File: src/hw/rtl/fejdi_pkg.sv
// Package for the 3x3 Jacobian determinant and inverse block.
// Holds shared widths, controller/datapath types and index tables.
// No dependencies.
package fejdi_pkg;

  localparam int FRAC_BITS = 16;
  localparam int VAL_W     = 32;
  localparam int PROD_W    = 2 * VAL_W;
  localparam int ACC_W     = 64;
  localparam int SUM_W     = PROD_W + 2;
  localparam int NUM_W     = VAL_W + FRAC_BITS;
  localparam int CNT_W     = $clog2(NUM_W + 1);

  typedef enum logic [1:0] {
    PH_NONE,
    PH_ACC,
    PH_ADJ,
    PH_DET
  } phase_t;

  typedef enum logic [3:0] {
    ST_IDLE,
    ST_ACC,
    ST_ACC_WAIT,
    ST_ADJ,
    ST_DET,
    ST_DET_WAIT,
    ST_DIV_START,
    ST_DIV_WAIT,
    ST_OUT
  } state_t;

  // Command from controller to datapath
  typedef struct packed {
    phase_t     phase;
    logic [4:0] step;
    logic       load_in;
    logic       clear;
    logic       div_start;
    logic [3:0] idx;
    logic [1:0] row;
  } cmd_t;

  // Status from datapath to controller
  typedef struct packed {
    logic sing;
    logic div_done;
  } status_t;

  // Row of a Jacobian entry index
  function automatic logic [1:0] row_of(input logic [3:0] k);
    logic [1:0] r;
    case (k)
      4'd0, 4'd1, 4'd2: r = 2'd0;
      4'd3, 4'd4, 4'd5: r = 2'd1;
      default:          r = 2'd2;
    endcase
    return r;
  endfunction

  // Column of a Jacobian entry index
  function automatic logic [1:0] col_of(input logic [3:0] k);
    logic [1:0] c;
    case (k)
      4'd0, 4'd3, 4'd6: c = 2'd0;
      4'd1, 4'd4, 4'd7: c = 2'd1;
      default:          c = 2'd2;
    endcase
    return c;
  endfunction

  // Jacobian indices for adj[e] = J[a]*J[b] - J[c]*J[d], packed {a,b,c,d}
  function automatic logic [15:0] adj_terms(input logic [3:0] e);
    logic [15:0] t;
    case (e)
      4'd0:    t = {4'd4, 4'd8, 4'd7, 4'd5};
      4'd1:    t = {4'd2, 4'd7, 4'd1, 4'd8};
      4'd2:    t = {4'd1, 4'd5, 4'd2, 4'd4};
      4'd3:    t = {4'd5, 4'd6, 4'd3, 4'd8};
      4'd4:    t = {4'd0, 4'd8, 4'd2, 4'd6};
      4'd5:    t = {4'd3, 4'd2, 4'd0, 4'd5};
      4'd6:    t = {4'd3, 4'd7, 4'd6, 4'd4};
      4'd7:    t = {4'd6, 4'd1, 4'd0, 4'd7};
      default: t = {4'd0, 4'd4, 4'd3, 4'd1};
    endcase
    return t;
  endfunction

endpackage

File: src/hw/rtl/fejdi_ctrl.sv
// Controller state machine: sequences accumulate, adjugate, determinant,
// divide and row output. Depends on fejdi_pkg.
module fejdi_ctrl import fejdi_pkg::*; (
  input  logic    clk,
  input  logic    rst,
  input  logic    s_tvalid,
  output logic    s_tready,
  input  logic    s_tlast,
  output logic    m_tvalid,
  input  logic    m_tready,
  output logic    m_tlast,
  output cmd_t    cmd,
  input  status_t status
);

  state_t     state, state_next;
  logic [4:0] step, step_next;
  logic [3:0] idx, idx_next;
  logic [1:0] row, row_next;
  logic       last_q, last_q_next;

  // State register
  always_ff @(posedge clk) begin
    if (rst) begin
      state  <= ST_IDLE;
      step   <= '0;
      idx    <= '0;
      row    <= '0;
      last_q <= 1'b0;
    end else begin
      state  <= state_next;
      step   <= step_next;
      idx    <= idx_next;
      row    <= row_next;
      last_q <= last_q_next;
    end
  end

  // Next state and commands
  always_comb begin
    state_next    = state;
    step_next     = step;
    idx_next      = idx;
    row_next      = row;
    last_q_next   = last_q;
    s_tready      = 1'b0;
    m_tvalid      = 1'b0;
    m_tlast       = 1'b0;
    cmd.phase     = PH_NONE;
    cmd.step      = step;
    cmd.load_in   = 1'b0;
    cmd.clear     = 1'b0;
    cmd.div_start = 1'b0;
    cmd.idx       = idx;
    cmd.row       = row;
    case (state)
      ST_IDLE: begin
        s_tready = 1'b1;
        if (s_tvalid) begin
          cmd.load_in = 1'b1;
          last_q_next = s_tlast;
          step_next   = '0;
          state_next  = ST_ACC;
        end
      end
      ST_ACC: begin
        cmd.phase = PH_ACC;
        step_next = step + 5'd1;
        if (step == 5'd8) state_next = ST_ACC_WAIT;
      end
      ST_ACC_WAIT: begin
        step_next  = '0;
        state_next = last_q ? ST_ADJ : ST_IDLE;
      end
      ST_ADJ: begin
        cmd.phase = PH_ADJ;
        step_next = step + 5'd1;
        if (step == 5'd17) begin
          step_next  = '0;
          state_next = ST_DET;
        end
      end
      ST_DET: begin
        cmd.phase = PH_DET;
        step_next = step + 5'd1;
        if (step == 5'd2) state_next = ST_DET_WAIT;
      end
      ST_DET_WAIT: begin
        // Wait for the determinant writeback, then decide from the registered value
        step_next = step + 5'd1;
        if (step == 5'd4) begin
          idx_next   = '0;
          row_next   = '0;
          state_next = status.sing ? ST_OUT : ST_DIV_START;
        end
      end
      ST_DIV_START: begin
        cmd.div_start = 1'b1;
        state_next    = ST_DIV_WAIT;
      end
      ST_DIV_WAIT: begin
        if (status.div_done) begin
          idx_next   = idx + 4'd1;
          state_next = (idx == 4'd8) ? ST_OUT : ST_DIV_START;
        end
      end
      ST_OUT: begin
        m_tvalid = 1'b1;
        m_tlast  = (row == 2'd2);
        if (m_tready) begin
          row_next = row + 2'd1;
          if (row == 2'd2) begin
            cmd.clear  = 1'b1;
            state_next = ST_IDLE;
          end
        end
      end
      default: state_next = ST_IDLE;
    endcase
  end

endmodule

File: config.mk
export PLATFORM = sky130hd
export DESIGN_NAME = fejdi_ctrl
export DESIGN_NICKNAME = d
export VERILOG_FILES = /design/src/hw/rtl/fejdi_pkg.sv /design/src/hw/rtl/fejdi_ctrl.sv
export SDC_FILE = /design/constraint.sdc
export NUM_CORES = 1
export LEC_CHECK = 0
export ABC_CLOCK_PERIOD_IN_PS = 3430
export BUFFER_PORTS_ARGS = -buffer_cell sky130_fd_sc_hd__buf_4
export CAP_MARGIN = 25
export CORE_ASPECT_RATIO = 0.9
export CORE_MARGIN = 2
export CORE_UTILIZATION = 57
export CTS_CLUSTER_DIAMETER = 100
export DETAILED_ROUTE_END_ITERATION = 6
export GPL_TIMING_DRIVEN = 1
export PLACE_DENSITY = 0.81
export SETUP_SLACK_MARGIN = 0.4
export SLEW_MARGIN = 10
export SYNTH_ARGS = -nofsm -noshare
export SYNTH_HDL_FRONTEND = slang
export SYNTH_SLANG_ARGS = --single-unit
export TNS_END_PERCENT = 5
File: constraint.sdc
create_clock -name clk -period 3.43 [get_ports clk]
set_input_delay 0.1715 -clock clk [delete_from_list [all_inputs] [get_ports clk]]
set_output_delay 0.1715 -clock clk [all_outputs]
set_load 0.03 [all_outputs]
# Word-level counts from Yosys, hierarchy flattened
# Index checks and enable logic that the tools add are counted.
[totals]
mem_bits_ro = 0
latchBits = 0
ff_bits = 16
mem_bits_rw = 0
n_memories = 0
output_inout_bits = 19
[classes]
shift = 0
n_lt_le_gt_ge = 0
div_mod_pow = 0
n_mux = 31
bitwise_logic = 0
reduce_logical = 10
n_eq_ne = 22
addsub = 3
multipliers = 0
[op_table]
columns = ["operator", "n"]
rows = [
  ["2-to-1 mux 4 bit", 12],
  ["one-hot mux 4 bit (9 select lines)", 1],
  ["one-hot mux 5 bit (4 select lines)", 1],
  ["== test 4 x 3 -> 1 bit, second input constant", 4],
  ["inequality test 2 bit, second input constant", 8],
  ["2-to-1 mux 5 bit", 2],
  ["2-to-1 mux 1 bit", 9],
  ["== test 4 x 2 -> 1 bit, second input constant", 2],
  ["== test 4 bit, second input constant", 2],
  ["one-hot mux 4 bit (2 select lines)", 1],
  ["AND reduction 8 bit", 1],
  ["2-to-1 mux 2 bit", 3],
  ["one-hot mux 2 bit (3 select lines)", 1],
  ["AND reduction 3 bit", 2],
  ["adder 5 x 1 -> 5 bit, second input constant", 1],
  ["== test 5 x 2 -> 1 bit, second input constant", 1],
  ["== test 5 x 3 -> 1 bit, second input constant", 1],
  ["== test 5 x 4 -> 1 bit, second input constant", 1],
  ["== test 5 bit, second input constant", 1],
  ["adder 4 x 1 -> 4 bit, second input constant", 1],
  ["== test 4 x 1 -> 1 bit, second input constant", 1],
  ["zero test 4 bit", 1],
  ["one-hot mux 2 bit (2 select lines)", 1],
  ["AND reduction 2 bit", 2],
  ["other kinds (5)", 6],
]

# Logic depth before layout (Yosys ltp)
[logic_depth]
ltp_word = 4
ltp_mapped = 7
depth_no_buf = 7

# Least setup slack after synthesis
# No wires, ideal clock.
[synth_path]
path_type = "register -> register"
startpoint = "register state[0]"
endpoint = "register last_q"
t_required_ns = 3.302
setup_slack_ns = 0.994
path_stages_with_launch = 7
setup_ns = 0.128
n_path_buf = 2
synth_period_minus_slack_ns = 2.436
arrival_time_ns = 2.308
path_cell_list = "dfxtp_1 > buf_6 > buf_2 > nor4_1 > and2_1 > mux2i_1 > nor2_1"
[synth_via]
elab_chain_len = 2
[synth_rtl]
columns = ["item", "line_no", "text"]
rows = [
  ["start: declaration", "fejdi_ctrl.sv:16", "state_t state, state_next;"],
  ["start signal: assignment", "fejdi_ctrl.sv:31", "state <= state_next;"],
  ["zero test 4 bit", "fejdi_ctrl.sv:56", "case (state)"],
  ["AND reduction 2 bit (no line)", "-", ""],
  ["end signal: assignment", "fejdi_ctrl.sv:35", "last_q <= last_q_next;"],
  ["end: declaration", "fejdi_ctrl.sv:20", "logic last_q, last_q_next;"],
]
# No other way between the ends.
# A chain may end at the register's enable or synchronous reset.

# Worst setup path after layout
[layout_path]
startpoint = "register state[1]"
endpoint = "register state[2]"
[layout_via]
elab_chain_len = 3
[layout_rtl]
columns = ["item", "line_no"]
rows = [
  ["== test 4 bit (tied with other cells)", "fejdi_ctrl.sv:56"],
  ["inequality test 2 bit (no line)", "-"],
  ["AND reduction 8 bit (no line)", "-"],
]
# Parallel ways exist; a longest one is shown, timed or not.

==> run metrics <==
status finished, final reports clean; yosys warns 0; R2R Path End state[2]; antenna violations before repair 0; largest net degree at the start of global routing 28; vias per std cell 5.784; worst path arrival time 2.50 ns; vias in the first global route 944; Die Width 51.93 um; post-CTS setup buffer count 0; Max IR drop VDD 564.7 uV; hold buffer count at CTS 0; reg2reg start state[1]; hold path depth 3; drt pass-1 iters 4; Fmax achieved 435.9 MHz; RSZ-0062 raised after global routing no; Met3 Wirelength 149 um; post-place setup slack 1.231 ns; combinational share of power 42.5%; layout cells sized above 1 23.64%; initial DRC count 31; Distinct cells, synth 48; Synth Area per Inst 8.128 um^2; top cell family by delay on the critical path flip-flops; die height 47.14 um; sequential fraction of the synthesis area 27.18%; Worst setup EP type register; Area contributors post-synth dfxtp_1 27%, ha_1 7.4%, nor2_1 6.1%; worst reg2reg path depth 5; highest metal layer with signal wires met4; routed len/inst 13.47 um; CTS Sinks 16; hold worst-path end last_q; Worst setup SP type register; static leakage 0.5555 nW; final number of setup-violating endpoints 0; CP Max Fanout 27; #FFs+latches synth 16; CP Launch Point state[1]; minimum clock period 2.294 ns; cell area power density 521.5 nW/um^2; global-route wire length before repair 4133 um; slowest stage delay, CP 0.94 ns; Root Buffer clkbuf_4; Post-Syn Area 1179 um^2; WP data required 3.64 ns; CTS tree yes; Post-CTS Resized 0; Least-Margin Pin Slew 0.9187 ns; GRT Resource Usage Total 22.83%; Sw Share 43.83%; drt total wl 2560 um; CTS Buf Count 3; final hold vios 0; crit path buf inv count 0; Synth Flop Type dfxtp_1; FP Rows 15; Mapped Nets 159; Pint 0.4032 mW; Reg2Reg Setup Slack 1.14 ns; Max stage delay cell, worst path dfxtp_1; max cap viols 0; Final WS setup 1.136 ns; Sw Pwr 0.3146 mW; Post-DP HPWL 1884 um; Detail Route Antenna Nets 0; CP Cell Sequence nand2_1 > or4_1 > o41a_2 > nand2_2 > mux2_1; Max clock buf depth 2; Top Ports 26; Clock transition at path regs 0.11 ns; gpl congestion 0.7675; Post-Syn Instances 145; # DRC 0; core area 1933 um^2; GR Overflow Total 0; Setup Skew 0.01271 ns; via count 1099; EDFF count, synth 0; die area 2448 um^2; P&R area growth vs syn 16.77%; Initial Util 60.97%; Final Max Tran Viols 0; Setup TNS 0 ns; final net count 180; WHS 0.09085 ns; port buffer count 25; final period utilization 66.89%; Yosys top cell area share 27.18%; Yosys top cell by area dfxtp_1; hold_sp s_tlast; Slew Limit Headroom 38.67%; Worst-Skew Late Latency 0.31 ns; clock network power share 18.7%; Setup CP Type reg2reg; power share of the sequential group 38.7%; ant diodes 0; H-Tree Depth 1; WL met2 1223 um; min-delay worst type in2reg; Met1 Wirelength 1170 um; Synth async-reset ratio 0%
## per-stage QoR
step	cells	power, mW	cell area [um^2]	utilization (%)
after detailed placement	186	0.5852	1340	69.32
after global routing	190	0.7624	1376	71.20
after floorplan	145	0.5158	1179	-
after global placement	186	0.5737	1340	69.32
final	190	0.7178	1376	71.20
after CTS	190	0.7154	1376	71.20
## worst min-delay path: stages
cell and delay [ns]:
buf_4 0.08, mux2i_1 0.05, nor2_1 0.07
## Yosys cell counts, drive strengths merged, types with 2 or more instances
| library cell | n |
|---|---|
| buf | 7 |
| o21bai | 2 |
| clkbuf | 2 |
| nand4 | 5 |
| and2 | 2 |
| nor2b | 3 |
| nor3 | 5 |
| xor2 | 3 |
| a21oi | 7 |
| o21ai | 6 |
| a211oi | 2 |
| a2111oi | 2 |
| nor2 | 19 |
| nor3b | 3 |
| ha | 7 |
| and3 | 3 |
| nand2 | 13 |
| nand3 | 2 |
| inv | 9 |
| xnor2 | 2 |
| nor4 | 2 |
| mux2i | 3 |
| dfxtp | 16 |
## worst max-delay path by stage
stage / slack, ns / to / cells past startpoint
final: 1.14 / state[2] / 5
after global routing: 1.02 / step[0] / 5
after CTS: 1.20 / state[2] / 5
after detailed placement: 1.23 / state[2] / 5
after global placement: 1.32 / state[2] / 5
after floorplan: 0.99 / last_q / 6
## per-layer routing
layer  global-route usage (%)  up-vias
met5                        0        -
met4                    7.895        0
met3                    6.369        2
met2                    37.47       36
met1                    29.26      498
li1                         -      563
## final cells by class
type,instances,area [um^2]
well taps,25,31.28
inverters,9,33.78
fillers,163,556.8
multi-input cells,111,767.0
repair buffers,25,187.7
flip-flops and latches,16,320.3
clock buffers,4,36.28
## power groups by stage
stage / Sequential (mW) / Clock [mW] / Combinational (mW)
final: 0.278 / 0.134 / 0.305
after global routing: 0.286 / 0.140 / 0.337
after CTS: 0.276 / 0.133 / 0.306
after detailed placement: 0.281 / 0 / 0.304
after global placement: 0.279 / 0 / 0.295
after floorplan: 0.239 / 0 / 0.277
## registers in the layout, summed over array words and instances (netlist names)
register / cells
step: 5
idx: 4
state: 4
row: 2
last_q: 1
## cells in the final DEF, fill, tap and decap left out, types with 3 or more instances in the layout
master and n:
buf_4 25, nor2_1 19, dfxtp_1 16, nand2_1 12, inv_1 9, a21oi_1 7, ha_1 7, o21ai_0 6
nor3_1 5, nand4_1 5, nor2b_1 3, and3_1 3, xor2_1 3, nor3b_1 3, mux2i_1 3, clkbuf_4 3
## logic make-up after synthesis
kind of cell / synth area share (%)
AND/OR/NAND/NOR: 30.36
AO/OA/AOI/OAI: 20.06
multiplexers: 3.503
buffers and inverters: 7.750
XOR/XNOR: 3.716
adder cells (fa/ha/maj): 7.431
flip-flops: 27.18
Note: power is estimated with default switching activity, not from simulation.
